### config.mk
export PLATFORM = sky130hd
export DESIGN_NAME = dns_query_retry_controller
export DESIGN_NICKNAME = d
export VERILOG_FILES = /design/src/hw/rtl/dqr_pkg.sv /design/src/hw/rtl/dns_query_retry_controller.sv /design/src/hw/rtl/dqr_reply_check.sv
export VERILOG_INCLUDE_DIRS = /design/src /design/src/hw/rtl
export SDC_FILE = /design/constraint.sdc
export NUM_CORES = 1
export LEC_CHECK = 0
export BUFFER_PORTS_ARGS = -buffer_cell sky130_fd_sc_hd__buf_2
export CAP_MARGIN = 30
export CORE_MARGIN = 2
export CORE_UTILIZATION = 50
export DETAILED_ROUTE_END_ITERATION = 6
export PLACE_DENSITY = 0.7
export SYNTH_ARGS = -nofsm -noshare
export SYNTH_HDL_FRONTEND = slang
export SYNTH_SLANG_ARGS = --single-unit
### constraint.sdc
create_clock -name i_clk -period 12.9 [get_ports i_clk]
set_input_delay 1.29 -clock i_clk [delete_from_list [all_inputs] [get_ports i_clk]]
set_output_delay 1.29 -clock i_clk [all_outputs]
set_load 0.03 [all_outputs]
### src/hw/rtl/dns_query_retry_controller_assert.svh
// Assertion macros shared by the DNS query retry controller RTL.
// Plain concurrent assertions on a clock with an active-low reset.
`ifndef DNS_QUERY_RETRY_CONTROLLER_ASSERT_SVH
`define DNS_QUERY_RETRY_CONTROLLER_ASSERT_SVH

// Same-cycle implication.
`define DQR_ASSERT_NOW(label, clk, rst_n, ante, cons) \
    label: assert property (@(posedge clk) disable iff (!(rst_n)) (ante) |-> (cons)) \
        else $error("dqr assertion failed");

// Next-cycle implication.
`define DQR_ASSERT_NEXT(label, clk, rst_n, ante, cons) \
    label: assert property (@(posedge clk) disable iff (!(rst_n)) (ante) |=> (cons)) \
        else $error("dqr assertion failed");

`endif

### src/hw/rtl/dqr_pkg.sv
// Shared types and constants of the DNS query retry controller.
// No dependencies.
`timescale 1ns / 1ps

package dqr_pkg;

    localparam int MAX_SERVERS = 3;
    localparam int SLOT_W      = 2;
    localparam int ADDR_W      = 32;

    typedef enum logic [1:0] {
        OP_START = 2'd0,
        OP_WRITE = 2'd1,
        OP_TIMER = 2'd2,
        OP_REPLY = 2'd3
    } t_op;

    localparam logic [2:0] ST_ANSWER   = 3'd0;
    localparam logic [2:0] ST_TIMEOUT  = 3'd1;
    localparam logic [2:0] ST_NOANSWER = 3'd2;
    localparam logic [2:0] ST_RCODE    = 3'd3;
    localparam logic [2:0] ST_GENFAIL  = 3'd4;

    localparam logic [2:0] CFG_SERVER_COUNT = 3'd0;
    localparam logic [2:0] CFG_SERVER_ADDR0 = 3'd1;
    localparam logic [2:0] CFG_SERVER_ADDR1 = 3'd2;
    localparam logic [2:0] CFG_SERVER_ADDR2 = 3'd3;
    localparam logic [2:0] CFG_BASE_RETX    = 3'd4;
    localparam logic [2:0] CFG_RETRY_LIMIT  = 3'd5;

    localparam logic [15:0] TICKS_MAX = 16'hFFFF;

    typedef logic [MAX_SERVERS-1:0][ADDR_W-1:0] t_addr_vec;

    // Outcome of checking one reply header against the server table.
    typedef struct packed {
        logic              hit;        // source matched a server in use
        logic [SLOT_W-1:0] slot;       // first matching server
        logic              answer_ok;  // good header, rcode 0, answers present
        logic              take_now;   // good header from an authoritative server
        logic [2:0]        err;        // status to report if this reply ends the query
    } t_reply_chk;

endpackage

### src/hw/rtl/dns_query_retry_controller.sv
// DNS query retry controller top level: event input register, control
// state, result register. Depends on dqr_pkg, dqr_reply_check and the assert macros.
//
//  channel  | valid       | stall       | payload
//  ---------+-------------+-------------+------------------------------
//  event in | i_in_valid  | o_in_stall  | i_op .. i_answer_count
//  result   | o_out_valid | i_out_stall | o_send_now .. o_stray_reply
//  config   | i_cfg_we    | (none)      | i_cfg_index, i_cfg_data
//
// Every event beat gives one result beat: the input register takes it, and the
// control logic then writes the result register. One beat per cycle is sustained
// while i_out_stall is low; the single control update sits between the input
// register and the result register.
// Reset is synchronous and active low; no clearing pass.
// A stall on the result side holds the result register and then the input register.
`timescale 1ns / 1ps

module dns_query_retry_controller (
    input  logic        i_clk,
    input  logic        i_rst_n,
    // configuration
    input  logic        i_cfg_we,
    input  logic [2:0]  i_cfg_index,
    input  logic [31:0] i_cfg_data,
    // events
    input  logic        i_in_valid,
    output logic        o_in_stall,
    input  logic [1:0]  i_op,
    input  logic        i_io_ok,
    input  logic [15:0] i_query_id,
    input  logic [31:0] i_source_addr,
    input  logic [15:0] i_reply_id,
    input  logic        i_truncated,
    input  logic        i_is_response,
    input  logic        i_recursion_avail,
    input  logic        i_authoritative,
    input  logic [15:0] i_question_count,
    input  logic [3:0]  i_response_code,
    input  logic [15:0] i_answer_count,
    // results
    output logic        o_out_valid,
    input  logic        i_out_stall,
    output logic        o_send_now,
    output logic [1:0]  o_server_slot,
    output logic        o_arm_timer,
    output logic [15:0] o_timer_ticks,
    output logic        o_finished,
    output logic [2:0]  o_status,
    output logic [3:0]  o_server_rcode,
    output logic        o_stray_reply
);
    import dqr_pkg::*;

    `include "dns_query_retry_controller_assert.svh"

    // configuration registers
    logic [1:0]  r_server_count;
    t_addr_vec   r_server_addr;
    logic [15:0] r_base_retx;
    logic [7:0]  r_retry_limit;

    // control state
    logic                   r_busy, n_busy;
    logic                   r_sending_en, n_sending_en;
    logic                   r_first_fatal, n_first_fatal;
    logic [15:0]            r_interval, n_interval;
    logic [7:0]             r_retries_left, n_retries_left;
    logic [MAX_SERVERS-1:0] r_active, n_active;
    logic [SLOT_W-1:0]      r_next_server, n_next_server;
    logic [15:0]            r_pending_id, n_pending_id;

    // input register
    logic        r_in_valid;
    t_op         r_in_op;
    logic        r_in_io_ok;
    logic [15:0] r_in_query_id;
    logic [31:0] r_in_source_addr;
    logic [15:0] r_in_reply_id;
    logic        r_in_truncated;
    logic        r_in_is_response;
    logic        r_in_recursion_avail;
    logic        r_in_authoritative;
    logic [15:0] r_in_question_count;
    logic [3:0]  r_in_response_code;
    logic [15:0] r_in_answer_count;

    // result register
    logic        r_out_valid;
    logic        r_send_now, n_send_now;
    logic [1:0]  r_server_slot, n_server_slot;
    logic        r_arm_timer, n_arm_timer;
    logic [15:0] r_timer_ticks, n_timer_ticks;
    logic        r_finished, n_finished;
    logic [2:0]  r_status, n_status;
    logic [3:0]  r_server_rcode, n_server_rcode;
    logic        r_stray_reply, n_stray_reply;

    logic              w_adv;
    logic              w_in_load;
    logic [SLOT_W-1:0] w_cnt;
    t_reply_chk        w_chk;
    logic              w_fin;
    logic [2:0]        w_fin_st;
    logic [3:0]        w_fin_rc;
    logic [SLOT_W-1:0] w_nxt;
    logic [16:0]       w_dbl;

    assign w_adv      = !r_out_valid || !i_out_stall;
    // an empty input register takes a beat even while the result side waits
    assign w_in_load  = !r_in_valid || w_adv;
    assign o_in_stall = !w_in_load;

    // server count clamped into 1..MAX_SERVERS
    always_comb begin
        if (r_server_count == '0) begin
            w_cnt = SLOT_W'(1);
        end else if (int'(r_server_count) > MAX_SERVERS) begin
            w_cnt = SLOT_W'(MAX_SERVERS);
        end else begin
            w_cnt = r_server_count;
        end
    end

    dqr_reply_check u_reply_check (
        .i_server_addr     (r_server_addr),
        .i_server_cnt      (w_cnt),
        .i_source_addr     (r_in_source_addr),
        .i_truncated       (r_in_truncated),
        .i_is_response     (r_in_is_response),
        .i_recursion_avail (r_in_recursion_avail),
        .i_authoritative   (r_in_authoritative),
        .i_question_count  (r_in_question_count),
        .i_response_code   (r_in_response_code),
        .i_answer_count    (r_in_answer_count),
        .o_chk             (w_chk)
    );

    always_comb begin
        n_busy         = r_busy;
        n_sending_en   = r_sending_en;
        n_first_fatal  = r_first_fatal;
        n_interval     = r_interval;
        n_retries_left = r_retries_left;
        n_active       = r_active;
        n_next_server  = r_next_server;
        n_pending_id   = r_pending_id;

        n_send_now     = 1'b0;
        n_server_slot  = '0;
        n_arm_timer    = 1'b0;
        n_timer_ticks  = '0;
        n_stray_reply  = 1'b0;

        w_fin    = 1'b0;
        w_fin_st = ST_GENFAIL;
        w_fin_rc = '0;
        w_nxt    = r_next_server + SLOT_W'(1);
        w_dbl    = {r_interval, 1'b0};

        unique case (r_in_op)
            OP_START: begin
                if (!r_in_io_ok) begin
                    w_fin    = 1'b1;
                    w_fin_st = ST_GENFAIL;
                end else begin
                    n_busy         = 1'b1;
                    n_sending_en   = 1'b1;
                    n_first_fatal  = 1'b1;
                    n_interval     = r_base_retx;
                    n_retries_left = r_retry_limit;
                    for (int i = 0; i < MAX_SERVERS; i++) begin
                        n_active[i] = (i < int'(w_cnt));
                    end
                    n_next_server  = '0;
                    n_pending_id   = r_in_query_id;
                    n_arm_timer    = 1'b1;
                    n_timer_ticks  = r_base_retx;
                end
            end
            OP_WRITE: begin
                if (r_busy && r_sending_en) begin
                    if ((int'(r_next_server) < MAX_SERVERS) && r_active[r_next_server] &&
                        !r_in_io_ok) begin
                        w_fin    = 1'b1;
                        w_fin_st = ST_TIMEOUT;
                    end else begin
                        if ((int'(r_next_server) < MAX_SERVERS) && r_active[r_next_server]) begin
                            n_send_now    = 1'b1;
                            n_server_slot = r_next_server;
                        end
                        n_next_server = w_nxt;
                        // last slot of the round: arm the retransmit timer
                        if (w_nxt >= w_cnt) begin
                            n_next_server = '0;
                            n_sending_en  = 1'b0;
                            n_first_fatal = 1'b0;
                            n_arm_timer   = 1'b1;
                            n_timer_ticks = r_interval;
                        end
                    end
                end
            end
            OP_TIMER: begin
                if (r_busy) begin
                    if (r_first_fatal || (r_retries_left <= 8'd1)) begin
                        w_fin    = 1'b1;
                        w_fin_st = ST_TIMEOUT;
                    end else begin
                        n_retries_left = r_retries_left - 8'd1;
                        n_interval     = w_dbl[16] ? TICKS_MAX : w_dbl[15:0];
                        n_sending_en   = 1'b1;
                        n_arm_timer    = 1'b1;
                        n_timer_ticks  = n_interval;
                    end
                end
            end
            OP_REPLY: begin
                if (r_busy) begin
                    if (!r_in_io_ok) begin
                        w_fin    = 1'b1;
                        w_fin_st = ST_TIMEOUT;
                    end else if (!w_chk.hit) begin
                        n_stray_reply = 1'b1;
                    end else if (r_in_reply_id == r_pending_id) begin
                        w_fin_st = w_chk.err;
                        w_fin_rc = r_in_response_code;
                        if (w_chk.answer_ok || w_chk.take_now) begin
                            w_fin = 1'b1;
                        end else begin
                            // strike the failing server
                            n_active[w_chk.slot] = 1'b0;
                            w_fin = (n_active == '0);
                        end
                    end
                end
            end
            default: ;
        endcase

        if (w_fin) begin
            n_busy        = 1'b0;
            n_sending_en  = 1'b0;
            n_first_fatal = 1'b0;
        end
        n_finished     = w_fin;
        n_status       = w_fin ? w_fin_st : 3'd0;
        n_server_rcode = (w_fin && (w_fin_st == ST_RCODE)) ? w_fin_rc : 4'd0;
    end

    always_ff @(posedge i_clk) begin
        if (!i_rst_n) begin
            r_server_count   <= 2'd1;
            r_server_addr    <= '0;
            r_base_retx      <= 16'd5;
            r_retry_limit    <= 8'd2;
        end else if (i_cfg_we) begin
            unique case (i_cfg_index)
                CFG_SERVER_COUNT: r_server_count   <= i_cfg_data[1:0];
                CFG_SERVER_ADDR0: r_server_addr[0] <= i_cfg_data;
                CFG_SERVER_ADDR1: r_server_addr[1] <= i_cfg_data;
                CFG_SERVER_ADDR2: r_server_addr[2] <= i_cfg_data;
                CFG_BASE_RETX:    r_base_retx      <= i_cfg_data[15:0];
                CFG_RETRY_LIMIT:  r_retry_limit    <= i_cfg_data[7:0];
                default: ;
            endcase
        end
    end

    always_ff @(posedge i_clk) begin
        if (!i_rst_n) begin
            r_in_valid     <= 1'b0;
            r_out_valid    <= 1'b0;
            r_busy         <= 1'b0;
            r_sending_en   <= 1'b0;
            r_first_fatal  <= 1'b0;
            r_interval     <= '0;
            r_retries_left <= '0;
            r_active       <= '0;
            r_next_server  <= '0;
            r_pending_id   <= '0;
        end else begin
            if (w_in_load) begin
                r_in_valid <= i_in_valid;
            end
            if (w_adv) begin
                r_out_valid <= r_in_valid;
                if (r_in_valid) begin
                    r_busy         <= n_busy;
                    r_sending_en   <= n_sending_en;
                    r_first_fatal  <= n_first_fatal;
                    r_interval     <= n_interval;
                    r_retries_left <= n_retries_left;
                    r_active       <= n_active;
                    r_next_server  <= n_next_server;
                    r_pending_id   <= n_pending_id;
                end
            end
        end
    end

    // payload registers
    always_ff @(posedge i_clk) begin
        if (w_in_load) begin
            r_in_op              <= t_op'(i_op);
            r_in_io_ok           <= i_io_ok;
            r_in_query_id        <= i_query_id;
            r_in_source_addr     <= i_source_addr;
            r_in_reply_id        <= i_reply_id;
            r_in_truncated       <= i_truncated;
            r_in_is_response     <= i_is_response;
            r_in_recursion_avail <= i_recursion_avail;
            r_in_authoritative   <= i_authoritative;
            r_in_question_count  <= i_question_count;
            r_in_response_code   <= i_response_code;
            r_in_answer_count    <= i_answer_count;
        end
        if (w_adv) begin
            r_send_now           <= n_send_now;
            r_server_slot        <= n_server_slot;
            r_arm_timer          <= n_arm_timer;
            r_timer_ticks        <= n_timer_ticks;
            r_finished           <= n_finished;
            r_status             <= n_status;
            r_server_rcode       <= n_server_rcode;
            r_stray_reply        <= n_stray_reply;
        end
    end

    assign o_out_valid    = r_out_valid;
    assign o_send_now     = r_send_now;
    assign o_server_slot  = r_server_slot;
    assign o_arm_timer    = r_arm_timer;
    assign o_timer_ticks  = r_timer_ticks;
    assign o_finished     = r_finished;
    assign o_status       = r_status;
    assign o_server_rcode = r_server_rcode;
    assign o_stray_reply  = r_stray_reply;

    `DQR_ASSERT_NEXT(a_beat_reaches_out, i_clk, i_rst_n, r_in_valid && w_adv, r_out_valid)
    `DQR_ASSERT_NOW(a_idle_not_sending, i_clk, i_rst_n, !r_busy, !r_sending_en && !r_first_fatal)
    `DQR_ASSERT_NOW(a_finish_alone, i_clk, i_rst_n, r_out_valid && r_finished,
        !r_send_now && !r_arm_timer && !r_stray_reply)
    `DQR_ASSERT_NOW(a_rcode_only_st3, i_clk, i_rst_n, r_out_valid && (r_status != ST_RCODE),
        r_server_rcode == 4'd0)

endmodule

### src/hw/rtl/dqr_reply_check.sv
// Reply header check: source server match and header classification.
// Depends on dqr_pkg.
`timescale 1ns / 1ps

module dqr_reply_check (
    input  dqr_pkg::t_addr_vec          i_server_addr,
    input  logic [dqr_pkg::SLOT_W-1:0]  i_server_cnt,
    input  logic [31:0]                 i_source_addr,
    input  logic                        i_truncated,
    input  logic                        i_is_response,
    input  logic                        i_recursion_avail,
    input  logic                        i_authoritative,
    input  logic [15:0]                 i_question_count,
    input  logic [3:0]                  i_response_code,
    input  logic [15:0]                 i_answer_count,
    output dqr_pkg::t_reply_chk         o_chk
);
    import dqr_pkg::*;

    logic bad;

    always_comb begin
        o_chk.hit  = 1'b0;
        o_chk.slot = '0;
        // walk downward so the lowest matching slot wins
        for (int i = MAX_SERVERS - 1; i >= 0; i--) begin
            if ((i < int'(i_server_cnt)) &&
                ((i_server_addr[i] == '0) || (i_server_addr[i] == i_source_addr))) begin
                o_chk.hit  = 1'b1;
                o_chk.slot = SLOT_W'(i);
            end
        end

        bad = i_truncated || !i_is_response || !i_recursion_avail ||
              (i_question_count != 16'd1);

        o_chk.answer_ok = 1'b0;
        o_chk.take_now  = !bad && i_authoritative;
        if (bad) begin
            o_chk.err = ST_GENFAIL;
        end else if (i_response_code != 4'd0) begin
            o_chk.err = ST_RCODE;
        end else if (i_answer_count == 16'd0) begin
            o_chk.err = ST_NOANSWER;
        end else begin
            o_chk.err       = ST_ANSWER;
            o_chk.answer_ok = 1'b1;
        end
    end

endmodule

After elaboration in Yosys (flattened, before gate mapping)
Index checks and enable logic that the tools add are counted.
{"block": "word_totals", "ff_bits": 308, "in_bits": 147, "out_inout_bits": 31, "elab_cells": 225}
{"block": "classes", "addsub": 2, "n_lt_le_gt_ge": 9, "eq_ne": 30, "muxes": 83, "bitwise_logic": 5, "reduce_logical": 60}
{"op": "$mux 16", "count": 10}
{"op": "$eq 32x32->1", "count": 3}
{"op": "$logic_not 32->1", "count": 3}
{"op": "$mux 3", "count": 19}
{"op": "$pmux 16 s3", "count": 1}
{"op": "$mux 1", "count": 33}
{"op": "$pmux 16 s2", "count": 1}
{"op": "$mux 8", "count": 3}
{"op": "$ne 2x2->1 const B", "count": 10}
{"op": "$ne 3x3->1 const B", "count": 6}
{"op": "$reduce_and 6->1", "count": 3}
{"op": "$reduce_and 9->1", "count": 2}
{"op": "$eq 16x16->1", "count": 1}
{"op": "$logic_not 16->1", "count": 1}
{"op": "$ne 16x1->1 const B", "count": 1}
{"op": "$pmux 8 s2", "count": 1}
{"op": "$mux 2", "count": 6}
{"op": "$pmux 3 s4", "count": 1}
{"op": "$reduce_and 2->1", "count": 6}
{"op": "$logic_or 1x1->1", "count": 10}
{"op": "$reduce_bool 2->1", "count": 5}
{"op": "$eq 3x2->1 const B", "count": 3}
{"op": "$logic_and 1x1->1", "count": 9}
{"op": "$le 8x1->1 const B", "count": 1}
{"op": "32 further kinds", "count": 50}

Logic depth before layout (Yosys ltp)
{"block": "depth", "depth_word": 22, "depth_mapped": 12, "ltp_nobuf": 12}

By module
A second synthesis with hierarchy kept.
{"block": "unflattened", "cells_unflattened": 1324, "area_unflattened_um2": 13467.9}
{"mod": "dns_query_retry_controller", "n_inst": 1, "cells_each": 1134, "area_each_um2": 12035.3, "seq_area_each_um2": 7527.2}
{"mod": "dqr_reply_check", "n_inst": 1, "cells_each": 190, "area_each_um2": 1432.6, "seq_area_each_um2": 0.0}

Least setup slack after synthesis
No wires, ideal clock.
{"block": "synth_path", "path_kind": "input-to-output", "from": "in i_out_stall", "to": "out o_in_stall", "t_arrival_ns": 5.008, "required_ns": 11.610, "setup_slack_ns": 6.602, "cell_stages": 2, "n_path_buf": 0, "path_cell_list": "nand3_1 > inv_1"}
{"block": "synth_between", "elab_chain_len": 4}
{"element": "start: declaration", "line": "dns_query_retry_controller.sv:42", "rtl": "input logic i_out_stall,"}
{"element": "$logic_not 1->1", "line": "dns_query_retry_controller.sv:108", "rtl": "assign w_adv = !r_out_valid || !i_out_stall;"}
{"element": "$logic_or 1x1->1", "line": "dns_query_retry_controller.sv:108"}
{"element": "$logic_or 1x1->1", "line": "dns_query_retry_controller.sv:110", "rtl": "assign w_in_load = !r_in_valid || w_adv;"}
{"element": "$logic_not 1->1", "line": "dns_query_retry_controller.sv:111", "rtl": "assign o_in_stall = !w_in_load;"}
{"element": "end: declaration", "line": "dns_query_retry_controller.sv:27", "rtl": "output logic o_in_stall,"}
Every way passes these cells.

Worst setup path in the final report
Same ends and word-level chain as after synthesis.

==> metrics.csv <==
metric;value;unit
start_util;51.21;%
regArea;0.007527;mm^2
place_inst;1777;
core_area;0.02533;mm^2
max_freq;0.2613;GHz
relSlewSlack;39.38;%
fillCellCount;2153;
syn_inst;1328;
dieHeight;165.1;um
yosysWarnings;0;
hp-class;reg -> reg;
synth_ff_type;dfxtp_1;
end_kind;output port;
rsz0062_at_grt;false;
syn2layout_area_growth;17.93;%
dpl.hpwl;22640;um
leakage;0.005451;uW
maxCapViolations;0;
io_pins;178;
syn-num-nets;1485;
clock_sinks;308;
drt_iter0_drc;810;
grt_pass1_wl;50560;um
grt_antenna_before_repair;0;
wirelength;32570;um
antenna_left;0;
status;finished, final reports clean;
vias;10263;
rows;58;
worstPathArrival;2540;ps
grtUsageTotal;23.73;%
synth_cell_types;53;
cts_buffers;34;
finalHoldViolCount;0;
layout_common_cells;345 x nand2_1, 178 x buf_2, 174 x a21oi_1, 172 x dfxtp_1, 136 x edfxtp_1;
root_buffer;clkbuf_16;
cts_buffer_depth;3;
htreeDepth;2;
async_flop_share;0;%
worstPathMaxFanout;63;
crit_required;11610;ps
synth_edf_count;136;
tritoncts;yes;
synth_seq_cells;308;
final_cells;1839;
fin_tns_setup;0;ps
io_buffers;177;
clock_skew;13.05;ps
drt_first_pass_iters;6;
period_share;29.67;%
critPathKind;in -> out;
dp_slack;9012;ps
gp_congestion;0.9822;
cts_resized;0;
drc;0;
hold_slack;453.1;ps
clkLatencyLatePin;520;ps
drv_slew;0;
drt-vias-per-instance;5.581;
syn_area_per_cell;9.767;um^2
cts_hold_buf;0;
tightest_slew;908.0;ps
period_needed;3828;ps
grt_max_degree;64;
multi_input_area;0.005132;mm^2
die_area;0.02724;mm^2
final_common_cell;nand2_1;
wl_per_cell;17.71;um
critPathLaunchType;input pin;
layout.nets;1640;
cts_setup_buffers;0;
overflow;0;
first_global_vias;9539;
fp.dieW;165.1;um
p_per_area;146.4;mW/mm^2
path_clk_slew;60;ps
setup_viol_count_final;0;
synthesis.area;0.01297;mm^2
yosysSeqAreaShare;58.04;%
drive_above_1_share;17.03;%
fin_ws;9072;ps
vdd_drop_max;121.4;uV
n_antenna_cell;0;
## layout make-up
class                      instances  share of cell area (%)
sequential                       308                   49.21
multi-input combinational        934                   33.55
clock inverter                    16                   1.456
tap                              330                   2.699
timing repair buffer             191                   6.593
inverter                          14                  0.3599
clock buffer                      46                   6.127
## registers in the layout, indices dropped and copies added, names as in the netlist, 3 cells and up
signal               count
o_server_rcode           4
r_base_retx             16
r_active                 3
r_server_addr           96
o_timer_ticks           16
r_interval              16
r_in_source_addr        32
r_in_query_id           16
r_in_response_code       4
r_retry_limit            8
r_in_question_count     16
o_status                 3
r_pending_id            16
r_in_answer_count       16
r_retries_left           8
r_in_reply_id           16
## per-layer routing
layer  part of all wire, %  vias to the layer above  wire [um]  global-route usage [%]
met4                   3.7                        0       1199                   9.842
met5                     0                        -          0                       0
met1                    41                     4799      13420                   30.77
met3                   6.6                       79       2152                   4.121
met2                    49                      400      15800                   39.43
li1                      -                     4985          -                       -
## worst paths after layout
check,from,to,slack (ps),depth (start not counted)
max,i_out_stall,o_in_stall,9070,4
min,r_retry_limit[7],r_retry_limit[7],450,2
max reg2reg,r_in_source_addr[24],o_server_rcode[2],9460,9
min reg2reg,r_retry_limit[7],r_retry_limit[7],450,2
## synthesized netlist by cell type, drive strengths merged (3+ instances only)
cell	number	area, um^2
inv	14	52.55
clkbuf	68	255.2
or3	15	93.84
nor2	33	123.9
dfxtp	172	3443
mux2i	4	40.04
and2	11	71.32
o21a	4	30.03
nand2	345	1295
nand2b	5	31.28
o21ai	32	163.9
nand3	14	70.07
xnor2	112	980.9
and3	3	18.77
nor4	43	284.0
a211oi	7	52.55
ha	10	125.1
o211ai	18	135.1
nand4	34	212.7
a31oi	17	106.4
a21o	3	22.52
o22ai	3	18.77
a21oi	174	870.8
edfxtp	136	4084
buf	4	25.02
nor3	7	35.03
nor2b	4	25.02
o31ai	6	45.04
or2	5	31.28
## worst max-delay path: stages
cell     delay (ps)
buf_2           120
nand3_4         630
inv_1           250
buf_2           230
## per-stage QoR
stage	util (%)	power (uW)	cell area (um^2)
after floorplan	-	1188	12970
after global placement	55.63	1253	14090
after detailed placement	55.81	1257	14140
after CTS	60.39	2258	15300
after global routing	60.39	2316	15300
final	60.39	2240	15300
## logic make-up (layout without fill, tap and decap cells)
logic type,count (synthesis),in the layout,synth area share (%)
xor+xnor,112,112,7.563
buf+inv,86,267,2.566
flops,308,308,58.04
fa+ha+maj,10,10,0.9647
compound gates,280,280,12.31
simple gates,528,528,18.25
mux,4,4,0.3087
## power by group
group | leakage (uW) | internal (uW) | switching, uW | total (uW)
Clock | 0.000570 | 614 | 388 | 1000
Combinational | 0.00202 | 61.6 | 94.8 | 156
Sequential | 0.00287 | 1050 | 27.8 | 1080
Total | 0.00545 | 1730 | 510 | 2240
Power figures use the tool's default switching activity.
